==> src/csb_pkg.sv <==
// Package for the counting semaphore bank: request and result types, status and
// operation codes, and default sizes. No dependencies.
package csb_pkg;

  localparam int PID_W  = 8;
  localparam int SID_W  = 3;
  localparam int STAT_W = 3;

  localparam int NUM_SEMAPHORES_DEF = 6;
  localparam int QUEUE_DEPTH_DEF    = 16;
  localparam int COUNT_MAX_DEF      = 15;
  localparam int INIT_COUNT         = 1;
  localparam int INIT_COUNT_LAST    = 4;

  typedef enum logic {
    OP_WAIT   = 1'b0,
    OP_SIGNAL = 1'b1
  } op_t;

  typedef enum logic [STAT_W-1:0] {
    ST_ACQUIRED = 3'd0,
    ST_QUEUED   = 3'd1,
    ST_RELEASED = 3'd2,
    ST_WOKE     = 3'd3,
    ST_BAD_ID   = 3'd4,
    ST_FULL     = 3'd5
  } status_t;

  typedef struct packed {
    op_t              operation;
    logic [PID_W-1:0] pid;
    logic [SID_W-1:0] sem_id;
  } request_t;

  typedef struct packed {
    status_t          status;
    logic [PID_W-1:0] blocked_pid;
    logic [PID_W-1:0] woken_pid;
  } result_t;

endpackage

==> src/csb_ram.sv <==
// Generic single-write, single-read RAM with a registered read port.
// Depends on nothing.
module csb_ram #(
  parameter int WIDTH = 8,
  parameter int DEPTH = 16,
  localparam int ADDR_W = (DEPTH > 1) ? $clog2(DEPTH) : 1
) (
  input  logic              clk,
  input  logic              we,
  input  logic [ADDR_W-1:0] waddr,
  input  logic [WIDTH-1:0]  wdata,
  input  logic              re,
  input  logic [ADDR_W-1:0] raddr,
  output logic [WIDTH-1:0]  rdata
);

  logic [WIDTH-1:0] mem [DEPTH];

  always_ff @(posedge clk) begin
    if (we) begin
      mem[waddr] <= wdata;
    end
    if (re) begin
      rdata <= mem[raddr];
    end
  end

endmodule

==> src/counting_semaphore_bank.sv <==
// Bank of counting semaphores, each with a bounded FIFO ring of waiting pids.
// Depends on csb_pkg and csb_ram (the shared ring storage for all semaphores).
// The result strobe (done) is registered through s1_valid and then done_q after the request is
// accepted; one request is accepted every cycle while busy is low, and the receiver cannot stall.
// The per-semaphore count, head and tail registers are written while the request is in s1, so
// back-to-back requests to the same semaphore see each other's effects.
// Reset: counts go to 1 (the last semaphore to 4), all rings empty; busy is high
// while rst is asserted. The ring storage is not cleared and needs no clearing pass.
module counting_semaphore_bank #(
  parameter int NUM_SEMAPHORES = csb_pkg::NUM_SEMAPHORES_DEF,
  parameter int QUEUE_DEPTH    = csb_pkg::QUEUE_DEPTH_DEF,
  parameter int COUNT_MAX      = csb_pkg::COUNT_MAX_DEF
) (
  input  logic              clk,
  input  logic              rst,
  input  logic              start,
  output logic              busy,
  input  csb_pkg::request_t request,
  output logic              done,
  output csb_pkg::result_t  result
);

  localparam int SEM_W    = (NUM_SEMAPHORES > 1) ? $clog2(NUM_SEMAPHORES) : 1;
  localparam int PTR_W    = $clog2(QUEUE_DEPTH);
  localparam int MAG      = (QUEUE_DEPTH > COUNT_MAX + 1) ? QUEUE_DEPTH : COUNT_MAX + 1;
  localparam int CNT_W    = $clog2(MAG) + 1;
  localparam int RAM_D    = NUM_SEMAPHORES * QUEUE_DEPTH;
  localparam int ADDR_W   = (RAM_D > 1) ? $clog2(RAM_D) : 1;
  localparam logic signed [CNT_W-1:0] CNT_FLOOR = CNT_W'(-QUEUE_DEPTH);
  localparam logic signed [CNT_W-1:0] CNT_CEIL  = CNT_W'(COUNT_MAX);
  localparam logic [PTR_W-1:0]        PTR_LAST  = PTR_W'(QUEUE_DEPTH - 1);

  function automatic logic signed [CNT_W-1:0] start_count(int s);
    int c;
    begin
      c = (s == NUM_SEMAPHORES - 1) ? csb_pkg::INIT_COUNT_LAST : csb_pkg::INIT_COUNT;
      if (c > COUNT_MAX) begin
        c = COUNT_MAX;
      end
      return CNT_W'(c);
    end
  endfunction

  function automatic logic [PTR_W-1:0] ring_next(logic [PTR_W-1:0] p);
    return (p == PTR_LAST) ? '0 : p + 1'b1;
  endfunction

  logic                    s1_valid;
  csb_pkg::request_t       s1_req;
  logic signed [CNT_W-1:0] cnt  [NUM_SEMAPHORES];
  logic [PTR_W-1:0]        head [NUM_SEMAPHORES];
  logic [PTR_W-1:0]        tail [NUM_SEMAPHORES];

  logic                    done_q;
  csb_pkg::status_t        st_q;
  logic [csb_pkg::PID_W-1:0] blk_q;
  logic [csb_pkg::PID_W-1:0] ram_rdata;

  logic                    sid_ok;
  logic [SEM_W-1:0]        sid;
  logic signed [CNT_W-1:0] cnt_sel;
  logic [PTR_W-1:0]        head_sel;
  logic [PTR_W-1:0]        tail_sel;
  logic signed [CNT_W-1:0] cnt_next;
  logic                    cnt_upd;
  logic                    push;
  logic                    pop;
  csb_pkg::status_t        st_next;
  logic [csb_pkg::PID_W-1:0] blk_next;
  logic [ADDR_W-1:0]       waddr;
  logic [ADDR_W-1:0]       raddr;

  assign busy = rst;

  always_ff @(posedge clk) begin
    if (rst) begin
      s1_valid <= 1'b0;
    end else begin
      s1_valid <= start && !busy;
    end
    if (start && !busy) begin
      s1_req <= request;
    end
  end

  always_comb begin
    sid_ok   = int'(s1_req.sem_id) < NUM_SEMAPHORES;
    sid      = sid_ok ? SEM_W'(s1_req.sem_id) : '0;
    cnt_sel  = cnt[sid];
    head_sel = head[sid];
    tail_sel = tail[sid];
    cnt_next = cnt_sel;
    cnt_upd  = 1'b0;
    push     = 1'b0;
    pop      = 1'b0;
    blk_next = '0;
    st_next  = csb_pkg::ST_BAD_ID;
    if (!sid_ok) begin
      st_next = csb_pkg::ST_BAD_ID;
    end else if (s1_req.operation == csb_pkg::OP_WAIT) begin
      if (cnt_sel > 0) begin
        cnt_next = cnt_sel - 1'b1;
        cnt_upd  = 1'b1;
        st_next  = csb_pkg::ST_ACQUIRED;
      end else if (cnt_sel <= CNT_FLOOR) begin
        st_next = csb_pkg::ST_FULL;
      end else begin
        cnt_next = cnt_sel - 1'b1;
        cnt_upd  = 1'b1;
        push     = 1'b1;
        blk_next = s1_req.pid;
        st_next  = csb_pkg::ST_QUEUED;
      end
    end else begin
      if (cnt_sel < 0) begin
        cnt_next = cnt_sel + 1'b1;
        cnt_upd  = 1'b1;
        pop      = 1'b1;
        st_next  = csb_pkg::ST_WOKE;
      end else begin
        if (cnt_sel < CNT_CEIL) begin
          cnt_next = cnt_sel + 1'b1;
          cnt_upd  = 1'b1;
        end
        st_next = csb_pkg::ST_RELEASED;
      end
    end
    waddr = ADDR_W'(sid) * ADDR_W'(QUEUE_DEPTH) + ADDR_W'(tail_sel);
    raddr = ADDR_W'(sid) * ADDR_W'(QUEUE_DEPTH) + ADDR_W'(head_sel);
  end

  always_ff @(posedge clk) begin
    if (rst) begin
      for (int s = 0; s < NUM_SEMAPHORES; s++) begin
        cnt[s]  <= start_count(s);
        head[s] <= '0;
        tail[s] <= '0;
      end
    end else if (s1_valid) begin
      if (cnt_upd) begin
        cnt[sid] <= cnt_next;
      end
      if (push) begin
        tail[sid] <= ring_next(tail_sel);
      end
      if (pop) begin
        head[sid] <= ring_next(head_sel);
      end
    end
  end

  csb_ram #(
    .WIDTH (csb_pkg::PID_W),
    .DEPTH (RAM_D)
  ) u_ring (
    .clk   (clk),
    .we    (s1_valid && push),
    .waddr (waddr),
    .wdata (s1_req.pid),
    .re    (s1_valid && pop),
    .raddr (raddr),
    .rdata (ram_rdata)
  );

  always_ff @(posedge clk) begin
    if (rst) begin
      done_q <= 1'b0;
    end else begin
      done_q <= s1_valid;
    end
    st_q  <= st_next;
    blk_q <= blk_next;
  end

  assign done = done_q;

  always_comb begin
    result.status      = st_q;
    result.blocked_pid = blk_q;
    result.woken_pid   = (st_q == csb_pkg::ST_WOKE) ? ram_rdata : '0;
  end

  a_result_follows : assert property (@(posedge clk) disable iff (rst)
    s1_valid |=> done)
    else $error("request in flight produced no result");

  a_no_spurious : assert property (@(posedge clk) disable iff (rst)
    !s1_valid |=> !done)
    else $error("result strobe without a request");

  a_count_range : assert property (@(posedge clk) disable iff (rst)
    s1_valid && sid_ok |-> (cnt_sel >= CNT_FLOOR && cnt_sel <= CNT_CEIL))
    else $error("semaphore count out of range");

  a_empty_ring : assert property (@(posedge clk) disable iff (rst)
    s1_valid && sid_ok && cnt_sel >= 0 |-> head_sel == tail_sel)
    else $error("ring holds waiters while count is not negative");

  a_partial_ring : assert property (@(posedge clk) disable iff (rst)
    s1_valid && sid_ok && cnt_sel < 0 && cnt_sel > CNT_FLOOR |-> head_sel != tail_sel)
    else $error("ring empty or full while count shows waiters");

endmodule

==> config.mk <==
export PLATFORM = sky130hd
export DESIGN_NAME = counting_semaphore_bank
export DESIGN_NICKNAME = d
export VERILOG_FILES = /design/src/csb_pkg.sv /design/src/csb_ram.sv /design/src/counting_semaphore_bank.sv
export SDC_FILE = /design/constraint.sdc
export NUM_CORES = 1
export LEC_CHECK = 0
export BUFFER_PORTS_ARGS = -buffer_cell sky130_fd_sc_hd__buf_2
export CORE_ASPECT_RATIO = 0.75
export CORE_MARGIN = 1.5
export CORE_UTILIZATION = 30
export DETAILED_ROUTE_END_ITERATION = 10
export HOLD_SLACK_MARGIN = 0.12
export PLACE_DENSITY = 0.5
export SLEW_MARGIN = 10
export SYNTH_ARGS = -nofsm -noshare
export SYNTH_HDL_FRONTEND = slang
export SYNTH_SLANG_ARGS = --single-unit
export TNS_END_PERCENT = 1
==> constraint.sdc <==
create_clock -name clk -period 5.32 [get_ports clk]
set_input_delay 0.266 -clock clk [delete_from_list [all_inputs] [get_ports clk]]
set_output_delay 0.266 -clock clk [all_outputs]
set_load 0.05 [all_outputs]
==> parameters.txt, run 1 <==
Parameter                              Value

Global routing
  Total grt overflow ... 0
  Total Routing Usage GR ... 0.153
  Number of antenna violations at the first check in global routing ... 3
  Maximum number of pins on one net before global-route repair ... 114
  Global-route wire length before repair ... between 100000 and 150000 um
  Via count of the first global-routing pass ... 19600

CTS
  Clock insertion delay at the later pin of the skew report ... 690 ps
  Clock Tree Root ... sky130_fd_sc_hd__clkbuf_16
  TritonCTS sink count ... 905
  Clk buf depth ... 3
  TritonCTS Buffers ... 90
  Number of buffers added for setup after CTS ... 0
  Clock tree from TritonCTS ... done
  Depth of the CTS H-tree ... 3
  Register clock-pin slew on the reported worst setup and hold paths ... 70 ps

Pwr
  Part of the power in registers ... 0.492
  Post-route total power ... 16100 uW
  Psw ... 3900 uW
  Leak Pwr ... 0.0149 uW
  Proportion of power drawn by the clock network ... 0.401
  Power per standard cell area ... ~380 mW/mm2
  Switching fraction of total power ... 0.242
  Logic gate share of total power ... 0.108
  Internal power consumption ... between 10000 and 15000 uW
  Max VDD drop ... approximately 0.28 mV

Worst hold path
  Start point of the worst hold path ... rst
  Type of the tightest min-delay check ... in -> reg

Timing
  Final period util ... 0.947
  Clock skew ... 30.1 ps
  Final count of pins violating max slew ... 0
  Setup repair after global routing missed its margin ... no
  Clock period minus final worst setup slack ... 5040 ps
  Endpoints failing setup ... 0
  Worst hold slack across all endpoints ... ~220 ps
  Hold Fails Final Rpt ... 0
  Top achievable clock speed ... 0.198 GHz
  Transition time at the pin with the least slew margin ... 1200 ps
  Worst-case headroom to the max-slew limit ... 0.200

Route
  Post-DR vias/cell ... 4.91
  Number of design rule violations left after detail routing ... 0
  Number of nets with antenna violations after routing ... 0
  Via count of the routed design ... 19800
  Number of DRC markers after the initial detailed-route iteration ... 2132
  Wire length per cell ... 24.0 um
  Total iterations of the first detailed-routing run ... 6
  Post-Route WL ... 96500 um

Layout
  Nets ... 2351
  Number of diodes added for antenna fixing ... 0
  Multi-input gate area ... 0.00868 mm2
  Filler Cell Count ... 11200
  Proportion of layout cells with a drive suffix above 1 ... 0.163
  Final cell count without fillers ... 4028
  Register cell area after layout ... 0.0270 mm2
  Area growth from synthesis to layout ... 16.6%

Synth
  Most area-consuming cells after synthesis ... sky130_fd_sc_hd__edfxtp_1, sky130_fd_sc_hd__mux2i_1, sky130_fd_sc_hd__o22ai_1
  Cell count after synthesis ... 2145
  Post-synth EDFFs ... 892
  Synth Warn # ... 0
  Synth cell types ... 55
  Main synth FF type ... sky130_fd_sc_hd__edfxtp_1
  Post-Syn Nets ... around 2200
  Synthesized area per cell ... 17.0 um2
  Most common cell in the synthesized netlist ... sky130_fd_sc_hd__edfxtp_1
  Fraction of synthesized cell area taken by the top area cell type ... 0.736
  Proportion of synthesized chip area in sequential cells ... 0.743
  Largest area contributor in the netlist ... sky130_fd_sc_hd__edfxtp_1
  Share of flip-flops with an asynchronous set or reset after synthesis ... 0
  Cell area after technology mapping ... approximately 0.036 mm2
  Post-synthesis sequential element count ... 905
  Top cell types by occurrence after synthesis ... sky130_fd_sc_hd__edfxtp_1, sky130_fd_sc_hd__mux2i_1, sky130_fd_sc_hd__nor2_1, sky130_fd_sc_hd__o22ai_1, sky130_fd_sc_hd__buf_2

Placement
  Number of port buffers ... 35
  Cell Count Post-Placement ... 3846
  Gpl congestion ... 0.825
  Post-detailed-placement half-perimeter wirelength ... 60800 um

Critical path
  Type of the setup path with the least slack ... reg -> reg
  Ordered cell list for the critical path ... ha_2 -> nand2b_2 -> mux4_2 -> o21ai_4 -> buf_4 -> buf_12 -> mux2i_1 -> o22ai_1 -> nor4_1 -> buf_4 -> nor3_1 -> o41a_1
  Category of the worst setup path launch point ... flop
  Worst Path Required ... 5760 ps
  Launch point of the worst path ... s1_req[1]
  Arrival time at the worst endpoint ... 5480 ps
  Buffers & Inverters on Critical Path ... 3
  CP max stage cell ... sky130_fd_sc_hd__mux4_2
  Critical register-to-register path startpoint ... s1_req[1]
  Largest driver fanout on the critical path ... 69
  Worst Setup End Kind ... flop
  Longest individual stage delay on the worst path ... 580 ps
  CP top delay family ... simple AND/OR/NAND/NOR gates
  Worst path most repeated cell ... sky130_fd_sc_hd__buf_4

Floorplan
  Floorplan Core Area ... 0.120 mm2
  Die X-Extent ... roughly 410 um
  Effective utilization at floorplan ... 0.303
  Die H ... ~300 um
  Count of standard-cell rows ... 110
  Die area ... 0.123 mm2
  Num ports ... 36

Run
  Count of maximum capacitance violations ... 0

Status
  Outcome ... complete, no violations
==> cell type report <==
type | count | area share
multi-input cells | 1099 | 0.205
well taps | 1624 | 0.0479
inverters | 23 | 0.00203
repair buffers | 210 | 0.0382
clock buffers | 110 | 0.0568
flip-flops and latches | 905 | 0.637
clock inverters | 57 | 0.0131
==> flip-flops by register name (all words and copies together), names as in the netlist <==
signal        count
u_ring.mem      768
cnt              40
head             32
tail             32
s1_req           12
blk_q             8
u_ring.rdata      8
st_q              3
done              1
s1_valid          1
==> power groups by stage <==
stage,Combinational (uW),Clock [uW],Sequential [uW]
after CTS,1720,6580,7910
after global routing,1830,6850,7910
after global placement,1690,0,8060
after detailed placement,1710,0,8070
final,1740,6450,7910
after floorplan,1000,0,8140
==> stage by stage <==
step	cell area, um2	worst slack (ps)	setup TNS [ps]	util
after floorplan	36400	1420	0	-
after global placement	39300	116	0	0.327
after detailed placement	39300	-11.1	-11.1	0.327
after CTS	42400	5.24	0	0.353
after global routing	42400	41.6	0	0.353
final	42400	280	0	0.353
==> placed cells by master (no fill, tap or decap), drive strengths merged, types with 2 or more instances in the layout <==
master,n
edfxtp,892
mux2i,453
buf,195
nor2,182
o22ai,139
clkbuf,111
nand2,64
clkinv,37
nor4,32
inv,27
mux4,25
and2,23
nand3,23
nand2b,18
mux2,17
o211ai,16
nor3,14
dlygate4sd3,14
dfxtp,13
a31oi,9
o41a,9
bufinv,9
a22oi,8
a211o,8
nor2b,8
nand4,7
and3,7
clkinvlp,7
ha,7
a21oi,5
o21ai,4
o21bai,3
a32oi,2
xnor2,2
nor3b,2
==> what timing repair did <==
item,in CTS,in global routing
hold buffers,14,0
endpoints found under the hold margin,13,0
gates resized for setup,1,4
endpoints found under the setup margin,1,3
cloned,0,1
==> cell families (layout without fill, tap and decap cells) <==
kind of cell	Yosys count	count (layout)	share of synthesized area
fa+ha+maj	7	7	0.00241
flops	905	905	0.743
mux	495	495	0.146
xor+xnor	3	3	0.000722
buf+inv	141	400	0.0191
simple gates	385	385	0.0496
compound gates	209	209	0.0390
==> layer usage <==
layer  part of all wire  routed length [um]  vias to the layer above  global-route usage
met5                  0                   0                        -                   0
met4              0.020                1890                        0              0.0372
met3              0.073                7070                      116              0.0328
met2               0.43               41200                      670               0.219
met1               0.48               46300                    10200               0.234
li1                   -                   -                     8826                   -
==> final timing paths <==
| kind | to | cells after the start | slack, ps |
|---|---|---|---|
| worst max-delay path | u_ring.rdata[7] | 12 | 280 |
| worst min-delay path | done | 2 | 220 |
| worst max register to register | u_ring.rdata[7] | 12 | 280 |
| worst min register to register | u_ring.mem[92][2] | 0 | 610 |
(Power assumes the default switching activity.)
==> run 2: changes to the inputs <==
--- a/config.mk
+++ b/config.mk
@@ -11,7 +11,6 @@
 export CORE_UTILIZATION = 30
 export DETAILED_ROUTE_END_ITERATION = 10
 export HOLD_SLACK_MARGIN = 0.12
-export PLACE_DENSITY = 0.5
 export SLEW_MARGIN = 10
 export SYNTH_ARGS = -nofsm -noshare
 export SYNTH_HDL_FRONTEND = slang
==> parameters.txt, run 2 (same netlist as run 1, synthesis figures left out) <==
Parameter                              Value

Floorplan
  Floorplan Core Area ... 0.120 mm2 (unchanged)
  Die X-Extent ... 405 um (unchanged)
  Die area ... 0.123 mm2 (unchanged)
  Num ports ... 36 (unchanged)
  Die H ... 305 um (unchanged)
  Effective utilization at floorplan ... 0.303 (unchanged)
  Count of standard-cell rows ... 110 (unchanged)

Critical path
  Type of the setup path with the least slack ... reg -> reg
  Category of the worst setup path launch point ... flop
  Worst path most repeated cell ... sky130_fd_sc_hd__buf_4
  Worst Setup End Kind ... flop
  Largest driver fanout on the critical path ... 50 (-28%)
  Worst reg2reg path endpoint ... u_ring.rdata[7]
  Worst Path Required ... 5740 ps (-20 ps)
  Worst reg-to-reg setup slack ... 110 ps (-170 ps)
  Buffers & Inverters on Critical Path ... 5 (+2)
  Longest individual stage delay on the worst path ... 650 ps (+70 ps)
  FF-to-FF path depth ... 14 (+2)
  Critical register-to-register path startpoint ... s1_req[1]
  CP top delay family ... buffers and inverters
  Ordered cell list for the critical path ... inv_1 -> ha_1 -> buf_4 -> nor2_1 -> a32oi_1 -> o21ai_4 -> buf_12 -> buf_4 -> mux2i_1 -> o22ai_1 -> nor4_1 -> buf_4 -> o22ai_1 -> o41a_1
  CP max stage cell ... sky130_fd_sc_hd__nor4_1
  Arrival time at the worst endpoint ... 5630 ps (+150 ps)

Worst hold path
  Type of the tightest min-delay check ... in -> reg
  Depth of the worst hold-timing path ... 2 (unchanged)
  Hold-critical path endpoint ... done
  Start point of the worst hold path ... rst

Pwr
  Power per standard cell area ... 380 mW/mm2 (+0.18%)
  Logic gate share of total power ... 0.105 (-0.003)
  Psw ... 3780 uW (-2.9%)
  Switching fraction of total power ... 0.237 (-0.00501)
  Part of the power in registers ... 0.496 (+0.004)
  Post-route total power ... 16000 uW (-0.80%)
  Internal power consumption ... 12200 uW (-0.14%)
  Max VDD drop ... 0.272 mV (-3.6%)
  Proportion of power drawn by the clock network ... 0.399 (-0.002)
  Leak Pwr ... 0.0146 uW (-1.8%)

CTS
  Register clock-pin slew on the reported worst setup and hold paths ... 60 ps (about the same)
  TritonCTS sink count ... 905 (unchanged)
  Clock Tree Root ... sky130_fd_sc_hd__clkbuf_16
  Clock tree from TritonCTS ... done
  Clk buf depth ... 3 (unchanged)
  TritonCTS Buffers ... 88 (-2.2%)
  Clock insertion delay at the later pin of the skew report ... 670 ps (-20 ps)
  Number of buffers added for setup after CTS ... 0 (unchanged)
  Depth of the CTS H-tree ... 3 (unchanged)

Timing
  Top achievable clock speed ... 0.192 GHz (-3.3%)
  Setup repair after global routing missed its margin ... no
  Clock skew ... 36.0 ps (+5.95 ps)
  Final period util ... 0.980 (+0.0326)
  Endpoints failing setup ... 0 (unchanged)
  Final count of pins violating max slew ... 0 (unchanged)
  Clock period minus final worst setup slack ... 5210 ps (+173 ps)
  Hold Fails Final Rpt ... 0 (unchanged)
  Transition time at the pin with the least slew margin ... 1150 ps (-40.8 ps)
  Final setup TNS ... 0 ps (unchanged)
  Worst-case headroom to the max-slew limit ... 0.229 (+0.0286)

Route
  Wire length per cell ... 22.9 um (-4.3%)
  Number of DRC markers after the initial detailed-route iteration ... 2399 (+13%)
  Total iterations of the first detailed-routing run ... 6 (unchanged)
  Post-DR vias/cell ... 4.98 (+1.4%)
  Number of design rule violations left after detail routing ... 0 (unchanged)
  Via count of the routed design ... 19800 (-0.056%)
  Number of nets with antenna violations after routing ... 0 (unchanged)
  Post-Route WL ... 91100 um (-5.6%)

Global routing
  Global-route wire length before repair ... 132000 um (-4.6%)
  Total grt overflow ... 0 (unchanged)
  Total Routing Usage GR ... 0.145 (-0.00793)
  Via count of the first global-routing pass ... 19500 (-0.80%)
  Number of antenna violations at the first check in global routing ... 4 (+1)
  Maximum number of pins on one net before global-route repair ... 85 (-25%)

Layout
  Leading cell types in the layout, fill and taps excluded ... sky130_fd_sc_hd__edfxtp_1, sky130_fd_sc_hd__mux2i_1, sky130_fd_sc_hd__nor2_1
  Area growth from synthesis to layout ... 15.5%
  Nets ... 2293 (-2.5%)
  Top Registers ... u_ring.mem: 768 flops, cnt: 40 flops
  Most common library cell in the layout ignoring fill and taps ... sky130_fd_sc_hd__edfxtp_1
  Top reg by flops ... u_ring.mem
  Proportion of layout cells with a drive suffix above 1 ... 0.142 (-0.0220)
  Flip-flop count of the largest register, all copies and words added ... 768 (unchanged)

Placement
  Gpl congestion ... 0.885 (+7.2%)
  Number of port buffers ... 35 (unchanged)
  Post-detailed-placement half-perimeter wirelength ... 58400 um (-3.8%)

Status
  Outcome ... complete, no violations

Run
  Count of maximum capacitance violations ... 0 (unchanged)
-- run 2: cell types whose count changed in the layout (fill, tap and decap cells not counted), moves of 2 or more --
cell and change:
sky130_fd_sc_hd__buf_12 +2, sky130_fd_sc_hd__buf_4 -56, sky130_fd_sc_hd__bufinv_16 -2, sky130_fd_sc_hd__clkbuf_8 +5, sky130_fd_sc_hd__clkinv_1 +2, sky130_fd_sc_hd__clkinv_4 -3
sky130_fd_sc_hd__clkinvlp_4 -6
-- run 2: worst max path at each step --
stage / start / endpoint / slack (ps) / cells after the start
final: s1_req[1] / u_ring.rdata[7] / 110 / 14
after global routing: s1_req[1] / u_ring.rdata[7] / 6 / 14
after CTS: s1_req[1] / u_ring.rdata[4] / 280 / 14
after detailed placement: s1_req[1] / u_ring.rdata[4] / 320 / 14
after global placement: s1_req[1] / u_ring.rdata[4] / 340 / 14
after floorplan: s1_req[1] / u_ring.mem[16][0] / 1420 / 13
-- run 2: stage by stage --
step / cells / setup slack [ps] / instance area [um2] / hold slack (ps) / utilization
floorplan: 2145 / 1420 / 36400 / 338 / -
finish: 3971 / 107 / 42000 / 249 / 0.350
CTS: 3970 / 283 / 42000 / 228 / 0.350
detailed placement: 3791 / 316 / 38900 / 444 / 0.324
global route: 3970 / 5.62 / 42000 / 244 / 0.350
global placement: 3791 / 337 / 38900 / 443 / 0.324
-- run 2: cell type report --
type	count	area, um2
Inverter	23	86.3
Multi-Input combinational cell	1099	8680
Tap cell	1624	2030
Clock inverter	49	448
Clock buffer	116	2530
Fill cell	11200	78100
Antenna cell	1	2.50
Timing Repair Buffer	154	1200
Sequential cell	905	27000
-- run 2: power groups by stage --
stage | Combinational [uW] | Clock, uW | Sequential (uW)
2_1_floorplan | 1000 | 0 | 8140
3_3_place_gp | 1620 | 0 | 8070
3_5_place_dp | 1650 | 0 | 8070
4_1_cts | 1660 | 6460 | 7920
5_1_grt | 1760 | 6730 | 7920
6_report | 1680 | 6370 | 7920
-- run 2: per-layer routing --
metal	GRT usage	vias to the layer above	wire, um
li1	-	8690	-
met1	0.215	10100	41200
met2	0.206	833	38700
met3	0.0458	112	9350
met4	0.0337	2	1880
met5	0	-	12
-- run 2: what timing repair did --
action                                  4_1_cts  5_1_grt
endpoints found under the setup margin        0        1
hold buffers                                 14        0
gates resized for setup                       0        1
hold endpoints to repair                     13        0
==> run 3: changes to the inputs <==
--- a/config.mk
+++ b/config.mk
@@ -6,11 +6,14 @@
 export NUM_CORES = 1
 export LEC_CHECK = 0
 export BUFFER_PORTS_ARGS = -buffer_cell sky130_fd_sc_hd__buf_2
+export CELL_PAD_IN_SITES_DETAIL_PLACEMENT = 1
+export CELL_PAD_IN_SITES_GLOBAL_PLACEMENT = 1
 export CORE_ASPECT_RATIO = 0.75
 export CORE_MARGIN = 1.5
 export CORE_UTILIZATION = 30
 export DETAILED_ROUTE_END_ITERATION = 10
 export HOLD_SLACK_MARGIN = 0.12
+export PLACE_DENSITY_LB_ADDON = 0.1
 export SLEW_MARGIN = 10
 export SYNTH_ARGS = -nofsm -noshare
 export SYNTH_HDL_FRONTEND = slang
==> parameters.txt, run 3 (same netlist as run 1, synthesis figures left out) <==
Parameter                              Value

Status
  Outcome ... complete, no violations

Global routing
  Total Routing Usage GR ... 0.172 (+0.0272)
  Global-route wire length before repair ... 153000 um (+16%)
  Maximum number of pins on one net before global-route repair ... 104 (+22%)
  Number of antenna violations at the first check in global routing ... 3 (-1)
  Total grt overflow ... 0 (unchanged)
  Via count of the first global-routing pass ... 20700 (+6.5%)

Floorplan
  Count of standard-cell rows ... 110 (unchanged)
  Die area ... 0.123 mm2 (unchanged)
  Effective utilization at floorplan ... 0.303 (unchanged)
  Num ports ... 36 (unchanged)
  Die X-Extent ... 405 um (unchanged)
  Die H ... 305 um (unchanged)
  Floorplan Core Area ... 0.120 mm2 (unchanged)

Timing
  Final period util ... 0.933 (-0.0472)
  Clock skew ... 21.4 ps (-14.6 ps)
  Final count of pins violating max slew ... 0 (unchanged)
  Final setup TNS ... 0 ps (unchanged)
  Hold Fails Final Rpt ... 0 (unchanged)
  Top achievable clock speed ... 0.202 GHz (+5.1%)
  Setup repair after global routing missed its margin ... no
  Clock period minus final worst setup slack ... 4960 ps (-251 ps)
  Transition time at the pin with the least slew margin ... 985 ps (-170 ps)
  Endpoints failing setup ... 0 (unchanged)
  Worst-case headroom to the max-slew limit ... 0.344 (+0.115)
  PnR worst setup slack ... 357 ps (+251 ps)

CTS
  Clock tree from TritonCTS ... done
  Register clock-pin slew on the reported worst setup and hold paths ... 60 ps (about the same)
  Clock insertion delay at the later pin of the skew report ... 680 ps (about the same)
  TritonCTS Buffers ... 97 (+10%)
  Depth of the CTS H-tree ... 3 (unchanged)
  Number of buffers added for setup after CTS ... 0 (unchanged)
  Clk buf depth ... 3 (unchanged)
  TritonCTS sink count ... 905 (unchanged)
  Clock Tree Root ... sky130_fd_sc_hd__clkbuf_16

Critical path
  Worst reg-to-reg setup slack ... 360 ps (+250 ps)
  Category of the worst setup path launch point ... flop
  Longest individual stage delay on the worst path ... 700 ps (+50 ps)
  Arrival time at the worst endpoint ... 5290 ps (-340 ps)
  Buffers & Inverters on Critical Path ... 0 (-5)
  Worst Path Required ... 5650 ps (-90 ps)
  Worst Setup End Kind ... flop
  Largest driver fanout on the critical path ... 18 (-64%)
  Worst path most repeated cell ... sky130_fd_sc_hd__nand3_1
  Type of the setup path with the least slack ... reg -> reg
  CP max stage cell ... sky130_fd_sc_hd__nor3b_4
  Ordered cell list for the critical path ... ha_1 -> nand2b_2 -> mux4_2 -> mux2i_1 -> nor2_1 -> nand3_1 -> o21bai_1 -> nor3b_4 -> nand3_1 -> nand2b_1
  CP top delay family ... simple AND/OR/NAND/NOR gates

Route
  Via count of the routed design ... 19800 (+0.061%)
  Wire length per cell ... 26.1 um (+14%)
  Number of nets with antenna violations after routing ... 0 (unchanged)
  Post-DR vias/cell ... 4.86 (-2.4%)
  Number of design rule violations left after detail routing ... 0 (unchanged)
  Number of DRC markers after the initial detailed-route iteration ... 1373 (-43%)
  Post-Route WL ... 106000 um (+17%)
  Total iterations of the first detailed-routing run ... 5 (-1)

Pwr
  Part of the power in registers ... 0.488 (-0.008)
  Power per standard cell area ... 380 mW/mm2 (about the same)
  Switching fraction of total power ... 0.245 (+0.00772)
  Psw ... 3970 uW (+4.9%)
  Logic gate share of total power ... 0.110 (+0.005)
  Proportion of power drawn by the clock network ... 0.402 (+0.003)
  Internal power consumption ... 12300 uW (+0.58%)
  Max VDD drop ... 0.259 mV (-4.7%)
  Leak Pwr ... 0.0151 uW (+3.2%)

Layout
  Area growth from synthesis to layout ... 17.3%
  Filler Cell Count ... 12100 (+8.5%)
  Leading cell types in the layout, fill and taps excluded ... sky130_fd_sc_hd__edfxtp_1, sky130_fd_sc_hd__mux2i_1, sky130_fd_sc_hd__buf_4
  Top reg by flops ... u_ring.mem
  Flip-flop count of the largest register, all copies and words added ... 768 (unchanged)
  Proportion of layout cells with a drive suffix above 1 ... 0.170 (+0.0286)
  Top Registers ... u_ring.mem: 768 flops, cnt: 40 flops
  Most common library cell in the layout ignoring fill and taps ... sky130_fd_sc_hd__edfxtp_1
  Final core utilization ... 0.355 (+0.00571)
  Nets ... 2387 (+4.1%)

Placement
  Gpl congestion ... 0.794 (-10%)
  Pre-CTS setup slack ... 192 ps (-124 ps)
  Number of port buffers ... 35 (unchanged)
  Post-detailed-placement half-perimeter wirelength ... 69100 um (+18%)

Run
  Count of maximum capacitance violations ... 0 (unchanged)

Worst hold path
  Type of the tightest min-delay check ... in -> reg
-- run 3: layer usage --
metal,GRT usage,up-vias,wire [um]
li1,-,8892,-
met1,0.262,10400,53200
met2,0.247,382,45100
met3,0.0402,132,5940
met4,0.0401,2,2020
met5,0,-,8
-- run 3: path summary, 6_finish.rpt --
kind / startpoint / end / cells past startpoint
hold reg to reg: s1_req[7] / u_ring.mem[86][4] / 0
hold / removal: rst / done / 2
setup reg to reg: s1_req[1] / cnt[1][1] / 10
setup / recovery: s1_req[1] / cnt[1][1] / 10
-- run 3: final cells by class --
| type | instances | area [um2] | share of cell area |
|---|---|---|---|
| flip-flops and latches | 905 | 27000 | 0.633 |
| multi-input cells | 1099 | 8680 | 0.203 |
| clock buffers | 132 | 2710 | 0.0635 |
| well taps | 1624 | 2030 | 0.0476 |
| repair buffers | 239 | 1830 | 0.0430 |
| clock inverters | 47 | 315 | 0.00738 |
| inverters | 23 | 86.3 | 0.00202 |
| diodes | 1 | 2.50 | 0.0000586 |
-- run 3: metrics by stage --
stage / std cells / total power [uW] / hold slack [ps] / area, um2
floorplan: 2145 / 9140 / 338 / 36400
global placement: 3875 / 9840 / 446 / 39500
detailed placement: 3875 / 9850 / 445 / 39500
CTS: 4068 / 16400 / 216 / 42700
global route: 4069 / 16800 / 262 / 42700
finish: 4070 / 16200 / 268 / 42700
-- run 3: worst reg2reg max path, delay by kind of cell, from the launching register on --
family / cells / cell delay, ps
AOI/OAI and AO/OA: 1 / 170
DFF: 1 / 400
and+or+nand+nor: 6 / 2540
muxes: 2 / 1240
adders and majority gates: 1 / 260
-- run 3: repair_timing --
action / CTS / global route
resized for setup: 0 / 2
hold buffers: 14 / 0
endpoints found under the hold margin: 13 / 0
setup endpoints to repair: 0 / 68
-- run 3: power by group through the flow --
stage	Combinational [uW]	Sequential, uW	Clock, uW
6_report	1780	7920	6520
5_1_grt	1890	7920	6960
4_1_cts	1790	7930	6740
3_5_place_dp	1770	8080	0
3_3_place_gp	1770	8080	0
2_1_floorplan	1000	8140	0
